$ cat src/rtl/core/pfr_pkg.sv
// Shared types and constants for the packet framer ring FIFO.
package pfr_pkg;

    localparam int unsigned HDR_BYTES = 4;
    localparam int unsigned CFG_IDX_W = 1;

    localparam logic [7:0] SYNC_RESET = 8'hAA;

    localparam logic [1:0] OP_START   = 2'd0;
    localparam logic [1:0] OP_PAYLOAD = 2'd1;
    localparam logic [1:0] OP_READ    = 2'd2;

    localparam logic [CFG_IDX_W-1:0] REG_MASK = 1'd0;
    localparam logic [CFG_IDX_W-1:0] REG_SYNC = 1'd1;

    typedef enum logic [2:0] {
        STAT_OK         = 3'd0,
        STAT_NOT_SUB    = 3'd1,
        STAT_NO_SPACE   = 3'd2,
        STAT_BUSY       = 3'd3,
        STAT_EMPTY      = 3'd4,
        STAT_NO_PACKET  = 3'd5
    } status_t;

    typedef enum logic [4:0] {
        ST_IDLE = 5'b00001,
        ST_HDR  = 5'b00010,
        ST_CSUM = 5'b00100,
        ST_DONE = 5'b01000,
        ST_READ = 5'b10000
    } state_t;

endpackage

$ cat src/rtl/core/pfr_ctrl.sv
// Framer control: packet state, ring pointers, header sequencing and result register.
module pfr_ctrl #(
    parameter int unsigned RING_BYTES = 65536,
    parameter int unsigned AW         = 16
) (
    input  logic                              clk,
    input  logic                              rst_n,
    input  logic                              in_valid,
    output logic                              in_stall,
    input  logic [1:0]                        opcode,
    input  logic [4:0]                        src_id,
    input  logic [15:0]                       data_len,
    input  logic [7:0]                        payload_byte,
    output logic                              out_valid,
    input  logic                              out_stall,
    output pfr_pkg::status_t                  status,
    output logic [7:0]                        read_byte,
    output logic [15:0]                       fill_level,
    input  logic                              cfg_wr_en,
    input  logic [pfr_pkg::CFG_IDX_W-1:0]     cfg_index,
    input  logic [31:0]                       cfg_data,
    output logic                              mem_wr_en,
    output logic [AW-1:0]                     mem_wr_addr,
    output logic [7:0]                        mem_wr_data,
    output logic                              mem_rd_en,
    output logic [AW-1:0]                     mem_rd_addr,
    input  logic [7:0]                        mem_rd_data
);

    import pfr_pkg::*;

    localparam int unsigned CW = $clog2(RING_BYTES + 1);
    localparam int unsigned FW = (CW > 16) ? CW : 16;
    localparam int unsigned NW = (CW > 17) ? CW : 17;

    function automatic logic [AW-1:0] next_pos(input logic [AW-1:0] p);
        logic [AW-1:0] r;
        r = (p == AW'(RING_BYTES - 1)) ? '0 : p + AW'(1);
        return r;
    endfunction

    function automatic logic [CW-1:0] fill_of(input logic [AW-1:0] w, input logic [AW-1:0] r);
        logic [CW-1:0] f;
        if (w >= r)
        begin
            f = CW'(w) - CW'(r);
        end
        else
        begin
            f = CW'(RING_BYTES) - CW'(r) + CW'(w);
        end
        return f;
    endfunction

    state_t        state_reg,  state_next;
    logic [AW-1:0] wp_reg,     wp_next;
    logic [AW-1:0] rp_reg,     rp_next;
    logic          open_reg,   open_next;
    logic          disc_reg,   disc_next;
    logic          drop_reg,   drop_next;
    logic [15:0]   left_reg,   left_next;
    logic [7:0]    xor_reg,    xor_next;
    logic [4:0]    id_reg,     id_next;
    logic [1:0]    hcnt_reg,   hcnt_next;
    logic [31:0]   mask_reg;
    logic [7:0]    sync_reg;
    logic          ovalid_reg, ovalid_next;
    status_t       status_reg, status_next;
    logic [7:0]    rbyte_reg,  rbyte_next;
    logic [15:0]   fill_reg,   fill_next;

    logic          out_free;
    logic          accept;
    logic [CW-1:0] fill_cur;
    logic [CW-1:0] room;
    logic [16:0]   need;
    logic          subscribed;
    logic          no_space;
    logic [7:0]    hdr_byte;
    logic          load;
    status_t       ld_status;
    logic [7:0]    ld_rbyte;
    logic [FW-1:0] fill_after;
    status_t       drop_status;

    assign out_free   = !ovalid_reg || !out_stall;
    assign in_stall   = !((state_reg == ST_IDLE) && out_free);
    assign accept     = in_valid && !in_stall;
    assign fill_cur   = fill_of(wp_reg, rp_reg);
    assign room       = CW'(RING_BYTES - 1) - fill_cur;
    assign need       = {1'b0, data_len} + 17'(HDR_BYTES + 1);
    assign subscribed = mask_reg[src_id];
    assign no_space   = NW'(room) < NW'(need);
    assign drop_status = drop_reg ? STAT_NO_SPACE : STAT_NOT_SUB;

    always_comb
    begin
        case (hcnt_reg)
            2'd1:    hdr_byte = 8'(id_reg);
            2'd2:    hdr_byte = left_reg[7:0];
            default: hdr_byte = left_reg[15:8];
        endcase
    end

    always_comb
    begin
        state_next  = state_reg;
        wp_next     = wp_reg;
        rp_next     = rp_reg;
        open_next   = open_reg;
        disc_next   = disc_reg;
        drop_next   = drop_reg;
        left_next   = left_reg;
        xor_next    = xor_reg;
        id_next     = id_reg;
        hcnt_next   = hcnt_reg;
        mem_wr_en   = 1'b0;
        mem_wr_addr = wp_reg;
        mem_wr_data = 8'd0;
        mem_rd_en   = 1'b0;
        mem_rd_addr = rp_reg;
        load        = 1'b0;
        ld_status   = STAT_OK;
        ld_rbyte    = 8'd0;

        unique case (state_reg)
            ST_IDLE:
            begin
                if (accept)
                begin
                    case (opcode)
                        OP_START:
                        begin
                            if (open_reg || disc_reg)
                            begin
                                load      = 1'b1;
                                ld_status = STAT_BUSY;
                            end
                            else if (!subscribed || no_space)
                            begin
                                load      = 1'b1;
                                ld_status = subscribed ? STAT_NO_SPACE : STAT_NOT_SUB;
                                drop_next = subscribed;
                                if (data_len != 16'd0)
                                begin
                                    disc_next = 1'b1;
                                    left_next = data_len;
                                end
                            end
                            else
                            begin
                                mem_wr_en   = 1'b1;
                                mem_wr_data = sync_reg;
                                wp_next     = next_pos(wp_reg);
                                xor_next    = sync_reg;
                                id_next     = src_id;
                                left_next   = data_len;
                                open_next   = (data_len != 16'd0);
                                hcnt_next   = 2'd1;
                                state_next  = ST_HDR;
                            end
                        end
                        OP_PAYLOAD:
                        begin
                            if (open_reg)
                            begin
                                mem_wr_en   = 1'b1;
                                mem_wr_data = payload_byte;
                                wp_next     = next_pos(wp_reg);
                                xor_next    = xor_reg ^ payload_byte;
                                left_next   = left_reg - 16'd1;
                                if (left_reg == 16'd1)
                                begin
                                    open_next  = 1'b0;
                                    state_next = ST_CSUM;
                                end
                                else
                                begin
                                    load = 1'b1;
                                end
                            end
                            else if (disc_reg)
                            begin
                                load      = 1'b1;
                                ld_status = drop_status;
                                left_next = left_reg - 16'd1;
                                if (left_reg == 16'd1)
                                begin
                                    disc_next = 1'b0;
                                end
                            end
                            else
                            begin
                                load      = 1'b1;
                                ld_status = STAT_NO_PACKET;
                            end
                        end
                        OP_READ:
                        begin
                            if (fill_cur == '0)
                            begin
                                load      = 1'b1;
                                ld_status = STAT_EMPTY;
                            end
                            else
                            begin
                                mem_rd_en  = 1'b1;
                                rp_next    = next_pos(rp_reg);
                                state_next = ST_READ;
                            end
                        end
                        default:
                        begin
                            load = 1'b1;
                        end
                    endcase
                end
            end
            ST_HDR:
            begin
                mem_wr_en   = 1'b1;
                mem_wr_data = hdr_byte;
                wp_next     = next_pos(wp_reg);
                xor_next    = xor_reg ^ hdr_byte;
                hcnt_next   = hcnt_reg + 2'd1;
                if (hcnt_reg == 2'd3)
                begin
                    state_next = (left_reg == 16'd0) ? ST_CSUM : ST_DONE;
                end
            end
            ST_CSUM:
            begin
                mem_wr_en   = 1'b1;
                mem_wr_data = xor_reg;
                wp_next     = next_pos(wp_reg);
                state_next  = ST_DONE;
            end
            ST_DONE:
            begin
                if (out_free)
                begin
                    load       = 1'b1;
                    state_next = ST_IDLE;
                end
            end
            ST_READ:
            begin
                if (out_free)
                begin
                    load       = 1'b1;
                    ld_rbyte   = mem_rd_data;
                    state_next = ST_IDLE;
                end
            end
            default:
            begin
                state_next = ST_IDLE;
            end
        endcase
    end

    assign fill_after = FW'(fill_of(wp_next, rp_next));

    always_comb
    begin
        ovalid_next = ovalid_reg;
        status_next = status_reg;
        rbyte_next  = rbyte_reg;
        fill_next   = fill_reg;
        if (load)
        begin
            ovalid_next = 1'b1;
            status_next = ld_status;
            rbyte_next  = ld_rbyte;
            fill_next   = fill_after[15:0];
        end
        else if (ovalid_reg && !out_stall)
        begin
            ovalid_next = 1'b0;
        end
    end

    always_ff @(posedge clk or negedge rst_n)
    begin
        if (!rst_n)
        begin
            state_reg  <= ST_IDLE;
            wp_reg     <= '0;
            rp_reg     <= '0;
            open_reg   <= 1'b0;
            disc_reg   <= 1'b0;
            drop_reg   <= 1'b0;
            left_reg   <= 16'd0;
            xor_reg    <= 8'd0;
            ovalid_reg <= 1'b0;
            mask_reg   <= 32'd0;
            sync_reg   <= SYNC_RESET;
        end
        else
        begin
            state_reg  <= state_next;
            wp_reg     <= wp_next;
            rp_reg     <= rp_next;
            open_reg   <= open_next;
            disc_reg   <= disc_next;
            drop_reg   <= drop_next;
            left_reg   <= left_next;
            xor_reg    <= xor_next;
            ovalid_reg <= ovalid_next;
            if (cfg_wr_en)
            begin
                unique case (cfg_index)
                    REG_MASK: mask_reg <= cfg_data;
                    REG_SYNC: sync_reg <= cfg_data[7:0];
                    default:  ;
                endcase
            end
        end
    end

    always_ff @(posedge clk)
    begin
        id_reg     <= id_next;
        hcnt_reg   <= hcnt_next;
        status_reg <= status_next;
        rbyte_reg  <= rbyte_next;
        fill_reg   <= fill_next;
    end

    assign out_valid  = ovalid_reg;
    assign status     = status_reg;
    assign read_byte  = rbyte_reg;
    assign fill_level = fill_reg;

endmodule

$ cat config.mk
export PLATFORM = sky130hd
export DESIGN_NAME = pfr_ctrl
export DESIGN_NICKNAME = d
export VERILOG_FILES = /design/src/rtl/core/pfr_pkg.sv /design/src/rtl/core/pfr_ctrl.sv
export SDC_FILE = /design/constraint.sdc
export NUM_CORES = 1
export LEC_CHECK = 0
export ABC_AREA = 1
export BUFFER_PORTS_ARGS = -buffer_cell sky130_fd_sc_hd__buf_2
export CORE_AREA = 2 2 173 132
export DETAILED_ROUTE_END_ITERATION = 12
export DIE_AREA = 0 0 175 134
export HOLD_SLACK_MARGIN = 0.12
export PLACE_DENSITY = 0.8
export REMOVE_ABC_BUFFERS = 1
export SETUP_SLACK_MARGIN = 0.1
export SLEW_MARGIN = 10
export SYNTH_ARGS = -nofsm -noshare
export SYNTH_HDL_FRONTEND = slang
export SYNTH_SLANG_ARGS = --single-unit
$ cat constraint.sdc
create_clock -name clk -period 14.9 [get_ports clk]
set_input_delay 0.745 -clock clk [delete_from_list [all_inputs] [get_ports clk]]
set_output_delay 0.745 -clock clk [all_outputs]
set_load 0.02 [all_outputs]
Yosys cells after proc, flatten, opt, wreduce, memory -nomap -nowiden
Index checks and enable logic that the tools add are counted.

Flip-flop bits (word level): 139. Input port bits: 77. Word-level logic and storage cells: 191.

$add $sub $neg: 12. Magnitude comparators: 4. Equal/unequal tests: 33. Muxes and demuxes: 90. Bitwise operators: 5. Reduce and logical (&&, ||, !) cells: 31.

Operator list (count): 16-bit two-way mux (16); 16-bit one-hot mux with 2 select lines (3); 8-bit two-way mux (8); 8-bit one-hot mux with 2 select lines (4); 5-bit two-way mux (8); 16-bit by 1-bit adder with 16-bit output (second input constant) (2); 16-bit equality test (second input constant) (2); 16-bit greater-or-equal comparator (2); 1-bit two-way mux (26); 8-bit one-hot mux with 3 select lines (1); 3-bit inequality test (second input constant) (7); 5-bit one-hot mux with 4 select lines (1); 5-bit AND reduction (4); 2-bit inequality test (second input constant) (9); 16-bit by 3-bit adder with 17-bit output (second input constant) (1); 17-bit by 16-bit adder with 17-bit output (1); 17-bit logical NOT (1); 17-bit < comparator (1); 17-bit two-way mux (1); 16-bit by 16-bit subtractor with 17-bit output (1); 16-bit by 17-bit subtractor with 17-bit output (first input constant) (1); 17-bit by 16-bit subtractor with 17-bit output (first input constant) (1); 16-bit adder (1); 16-bit by 1-bit equality test with 1-bit output (second input constant) (1); other kinds (38) (72).

Longest topological paths before layout
Depth in word-level cells: 13. Depth in mapped cells: 41. Mapped depth without buffers: 41.

Least setup slack after synthesis
Ideal clock, no wire load.

Path kind: input port to flip-flop. Start point: input data_len[0]. End point: register fill_reg[15], in the netlist fill_level[15], data pin. Data arrival time: 5.119 ns. Data required time: 14.647 ns. Slack: 9.528 ns. Cell stages on the path: 31. Path buffers: 0. Path through: ha_1 nor2_1 nor2_1 nand3_1 nor2_1 nand4_1 nor2_1 nand2_1 nor3_1 nand3_1 ha_1 nand4_1 nor2_1 o2111ai_1 nand3_1 nand2_2 nand2_1 nand2_1 a221oi_1 o21ai_0 ha_1 nand3_1 and2_1 o221ai_1 a31oi_1 o21ai_0 nand2_1 o21ai_0 inv_1 nand3_1 nand2_1.

Longest elaborated chain between the ends: 10. Elaborated cells between the ends (all ways): 12. Those cells by class: add/sub (3); order compare (2); mux (6); reduce/logical (1).

RTL lines: start: declaration (line pfr_ctrl.sv:12) `input logic [15:0] data_len,`; 16-bit by 3-bit adder with 17-bit output (*) (line pfr_ctrl.sv:91) `assign need = {1'b0, data_len} + 17'(HDR_BYTES + 1);`; 17-bit < comparator (*) (line pfr_ctrl.sv:93) `assign no_space = NW'(room) < NW'(need);`; 1-bit logical OR (*) (line pfr_ctrl.sv:139) `else if (!subscribed || no_space)`; 16-bit two-way mux (*) (line pfr_ctrl.sv:139); 16-bit two-way mux (*) (line pfr_ctrl.sv:134) `if (open_reg || disc_reg)`; 16-bit one-hot mux with 2 select lines (*) (line pfr_ctrl.sv:131) `case (opcode)`; 16-bit two-way mux (*) (line pfr_ctrl.sv:129) `if (accept)`; 16-bit one-hot mux with 2 select lines (*) (line pfr_ctrl.sv:126) `unique case (state_reg)`; named net wp_next[1] (line pfr_ctrl.sv:56) `logic [AW-1:0] wp_reg, wp_next;`; 16-bit adder (tied with other cells) (line pfr_ctrl.sv:50) `f = CW'(RING_BYTES) - CW'(r) + CW'(w);`; 16-bit two-way mux (*) (line pfr_ctrl.sv:44) `if (w >= r)`; named net fill_after[15] (line pfr_ctrl.sv:83) `logic [FW-1:0] fill_after;`; end signal: assignment (line pfr_ctrl.sv:327) `fill_reg <= fill_next;`; end: declaration (line pfr_ctrl.sv:70) `logic [15:0] fill_reg, fill_next;`.

The timed path passes the listed nets; every way through them passes the cells marked *. A chain may end at the register's enable or synchronous reset.

Worst setup path in the final report
Start point: register wp_reg[0], in the netlist mem_wr_addr[0]. End point: register fill_reg[15], in the netlist fill_level[15], data pin.

Longest elaborated chain between the ends: 12. Elaborated cells between the ends (all ways): 26. Those cells by class: add/sub (7); order compare (3); eq/ne (1); mux (13); reduce/logical (2).

RTL lines: start: declaration (line pfr_ctrl.sv:56); start signal: assignment (line pfr_ctrl.sv:302) `wp_reg <= wp_next;`; 17-bit by 16-bit adder with 17-bit output (tied with other cells) (line pfr_ctrl.sv:50); 17-bit two-way mux (line pfr_ctrl.sv:44); 16-bit by 17-bit subtractor with 17-bit output (line pfr_ctrl.sv:90) `assign room = CW'(RING_BYTES - 1) - fill_cur;`; 17-bit < comparator (line pfr_ctrl.sv:93); 1-bit logical OR (line pfr_ctrl.sv:139); 16-bit two-way mux (line pfr_ctrl.sv:139); 16-bit two-way mux (line pfr_ctrl.sv:134); 16-bit one-hot mux with 2 select lines (line pfr_ctrl.sv:131); 16-bit two-way mux (line pfr_ctrl.sv:129); 16-bit one-hot mux with 2 select lines (*) (line pfr_ctrl.sv:126); named net wp_next[2] (line pfr_ctrl.sv:56); 16-bit adder (tied with other cells) (line pfr_ctrl.sv:50); 16-bit two-way mux (*) (line pfr_ctrl.sv:44); named net fill_after[15] (line pfr_ctrl.sv:83).

Marks and branches as above.

==> results by group <==
Die
  – Die Outline Area: between 20000 and 25000 µm²
  – Placement Rows: 47
  – Placeable core region: 21800 µm²
  – Die height: 134 µm
  – Effective utilization at floorplan: 0.491
  – I/O Pins: 148
  – Horiz. Die Dim: 175 µm

Worst setup path
  – CP endpoint kind: register
  – Slowest cell on the critical path: sky130_fd_sc_hd__dfrtp_1
  – Critical Path Most Common Cell: sky130_fd_sc_hd__nand2_1
  – Max incr delay on CP: 0.52 ns
  – Number of cells on the worst reg-to-reg path: 39
  – Critical path depth in cells: 39
  – Critical path class: reg2reg
  – Required arrival time at the worst endpoint: roughly 15 ns
  – Type of element launching the critical path: register
  – Signal arrival time at the worst endpoint: around 6.7 ns
  – Bufs and invs on worst path: 6
  – CP delay by family, top: simple AND/OR/NAND/NOR gates
  – Critical-path maximum fanout: 11

Clocking
  – Number of gates resized after cts: 0
  – Cts-stage hold buffer count: 0
  – Clock transition at the register clock pins on the worst setup and hold paths after CTS: about 0.06 ns
  – Sinks on Clock Net: 139
  – TritonCTS clock tree: done
  – Skew-Pair Late Insertion Delay: 0.42 ns
  – CTS Buffer Depth: 2
  – Clock H-tree levels: 4
  – Buffers inserted during post-CTS setup optimization: 0
  – Number of buffers created by CTS: 17
  – Clk root buf: sky130_fd_sc_hd__clkbuf_16

Global route
  – Met1 Track Usage GR: 0.417
  – Largest net degree at the start of global routing: 66
  – Initial antenna violation count: 0
  – M3 GR Usage: 0.0672
  – Leftover overflow at the end of global routing: 0
  – Overall global routing resource usage: 0.277
  – Wire length of the first global-routing pass: 51400 µm
  – GR peak layer: met1
  – Met2 usage: 0.397
  – Via count of the first global-routing pass: ~9800

Logic synthesis
  – Seq cells post-synth: 139
  – Avg Inst Size Synth: 7.27 µm²
  – Post-synthesis share of cell area spent on full adders, half adders and majority gates: 0.0738
  – Most frequent cells after synthesis: sky130_fd_sc_hd__nand2_1 (372), sky130_fd_sc_hd__inv_1 (209), sky130_fd_sc_hd__nor2_1 (113)
  – Number of library cell types mapped by synthesis: 62
  – Largest area contributor in the synthesized netlist: sky130_fd_sc_hd__dfrtp_1
  – Top cell type's share of synthesized area: 0.233
  – Dominant combinational cell family by area after synthesis: simple AND/OR/NAND/NOR gates
  – Number of synthesized flops with an enable pin: 34
  – Yosys warning count: 0
  – Sequential element share of the synthesized area: 0.341
  – Proportion of synthesized area in mux cells: 0.0263
  – Simple-gate area share of the yosys netlist: 0.290
  – Synth area leaders: sky130_fd_sc_hd__dfrtp_1 (23%), sky130_fd_sc_hd__nand2_1 (13%), sky130_fd_sc_hd__edfxtp_1 (9.5%)
  – Most common cell in the synthesized netlist: sky130_fd_sc_hd__nand2_1
  – Post-Syn Instances: 1475
  – Xor/xnor cell area share of the yosys netlist: 0.0408
  – Summed instance area of the synthesized netlist: 10700 µm²
  – Proportion of register bits with asynchronous set or reset after synthesis: 0.755
  – Post-synthesis compound-gate area fraction: 0.129
  – Predominant post-synthesis flop cell: sky130_fd_sc_hd__dfrtp_1

Timing
  – Final slew viol count: 0
  – Worst rel slew slack: 0.425
  – Setup TNS: 0 ns
  – Least setup slack across all paths after layout: 8.42 ns
  – Worst slew pin tran: 0.862 ns
  – Fmax: 0.154 GHz
  – Setup-failing EPs final: 0
  – Clock Skews: 0.0110 ns
  – Minimum period implied by the final worst setup slack: around 6.5 ns
  – Setup repair after global routing missed its margin: false
  – Hold violation count in the final report: 0
  – Part of the cycle the worst path needs: 0.435

Power and ir drop
  – Cell area power density: 191 nW/µm²
  – Static leakage: 6.18 nW
  – Maximum VDD drop: 0.149 mV

Flow run
  – Max-capacitance violation count: 0

Detailed routing
  – Vias per inst: 5.51
  – First-pass iteration count of the detailed router: 6
  – Count of routing violations after the opening detailed-route iteration: around 1200
  – Total detailed-routing wirelength: 32100 µm
  – Vias after detailed routing: 10600
  – Final ANT Viol Nets: 0
  – Drt wl/cell: roughly 17 µm
  – Total DRC errors in the routed layout: 0

Cells and area
  – Number of flip-flops under the largest register name: 32
  – Area growth from synthesis to layout: 14.8%
  – Share of final-layout standard cells stronger than drive strength 1: 0.188
  – Number of nets in the layout: 1752
  – Inserted Diodes: 0

Placed design
  – HPWL after detailed placement: 24900 µm
  – Final estimated routing congestion in global placement: between 0.9 and 1
  – IO buf count: ~150
  – Worst slack at placement: between 8 and 9 ns

Outcome
  – Outcome: finished, final reports clean

Min path
  – Class of the tightest hold or removal check: in2async
area by class of cell:
class                           count  area [µm²]
Tap cell                          294         368
Sequential cell                   139        3650
Multi-Input combinational cell   1066        6000
Clock inverter                     11         126
Fill cell                        2006        9510
Timing Repair Buffer              152         776
Clock buffer                       21         492
Inverter                          237         892
worst paths after layout:
path | startpoint | endpoint | slack, ns
setup / recovery | mem_wr_addr[0]$_DFF_PN0_ | fill_level[15]$_DFFE_PP_ | 8.42
hold / removal | rst_n | mask_reg[19]$_DFFE_PN0P_ | 0.30
setup reg to reg | mem_wr_addr[0]$_DFF_PN0_ | fill_level[15]$_DFFE_PP_ | 8.42
hold reg to reg | sync_reg[6]$_DFFE_PN0P_ | sync_reg[6]$_DFFE_PN0P_ | 0.49
max in group asynchronous | rst_n | mem_rd_addr[0]$_DFF_PN0_ | 13.32
min in group clk | sync_reg[6]$_DFFE_PN0P_ | sync_reg[6]$_DFFE_PN0P_ | 0.49
metal layers:
metal  wire [µm]  share of wire  vias to the layer above
li1            -              -                     5109
met1       14800           0.46                     4908
met2       13300           0.41                      526
met3        3430           0.11                       44
met4         638          0.020                        0
met5           0              0                        -
layout by cell type, fill, tap and decap left out, drive strengths merged, types with 7 or more instances in the layout:
cell type / n
edfxtp: 34
o21ai: 109
a31oi: 12
dfrtp: 100
xor2: 44
o221ai: 9
a21oi: 65
o22ai: 7
inv: 241
nor4: 7
buf: 152
nand4: 18
nand3: 109
o211ai: 9
nor3: 16
ha: 60
nand2: 397
mux2: 25
nor2: 132
clkbuf: 21
per-stage QoR:
| step | hold WS, ns | std cells | util | area (µm²) | total power [mW] |
|---|---|---|---|---|---|
| 2_1_floorplan | 0.449 | 1442 | - | 10500 | 1.52 |
| 3_3_place_gp | 0.469 | 1888 | 0.536 | 11700 | 1.85 |
| 3_5_place_dp | 0.474 | 1888 | 0.536 | 11700 | 1.88 |
| 4_1_cts | 0.322 | 1920 | 0.564 | 12300 | 2.34 |
| 5_1_grt | 0.335 | 1920 | 0.564 | 12300 | 2.53 |
| 6_report | 0.304 | 1920 | 0.564 | 12300 | 2.36 |
worst reg2reg max path, delay by kind of cell, from the launching register on:
family | cells | cell delay [ns]
flops | 1 | 0.52
simple gates | 22 | 2.67
fa+ha+maj | 4 | 1.30
buf+inv | 6 | 0.48
compound gates | 7 | 1.27
cells by family (layout without fill, tap and decap cells):
logic type                 count (synthesis)  after routing
AOI/OAI and AO/OA                        237            237
xor gates and xnor gates                  50             50
adders and majority gates                 62             62
buffers and inverters                    270            421
DFF                                      139            139
muxes                                     25             25
and+or+nand+nor                          692            692
report_power, final:
group          total, mW  switching [mW]  internal [mW]
Sequential         0.648           0.109          0.539
Clock              0.451           0.179          0.272
Combinational       1.26           0.834          0.423
Total               2.36            1.12           1.23
No activity file was read; power rests on OpenSTA's default activity.
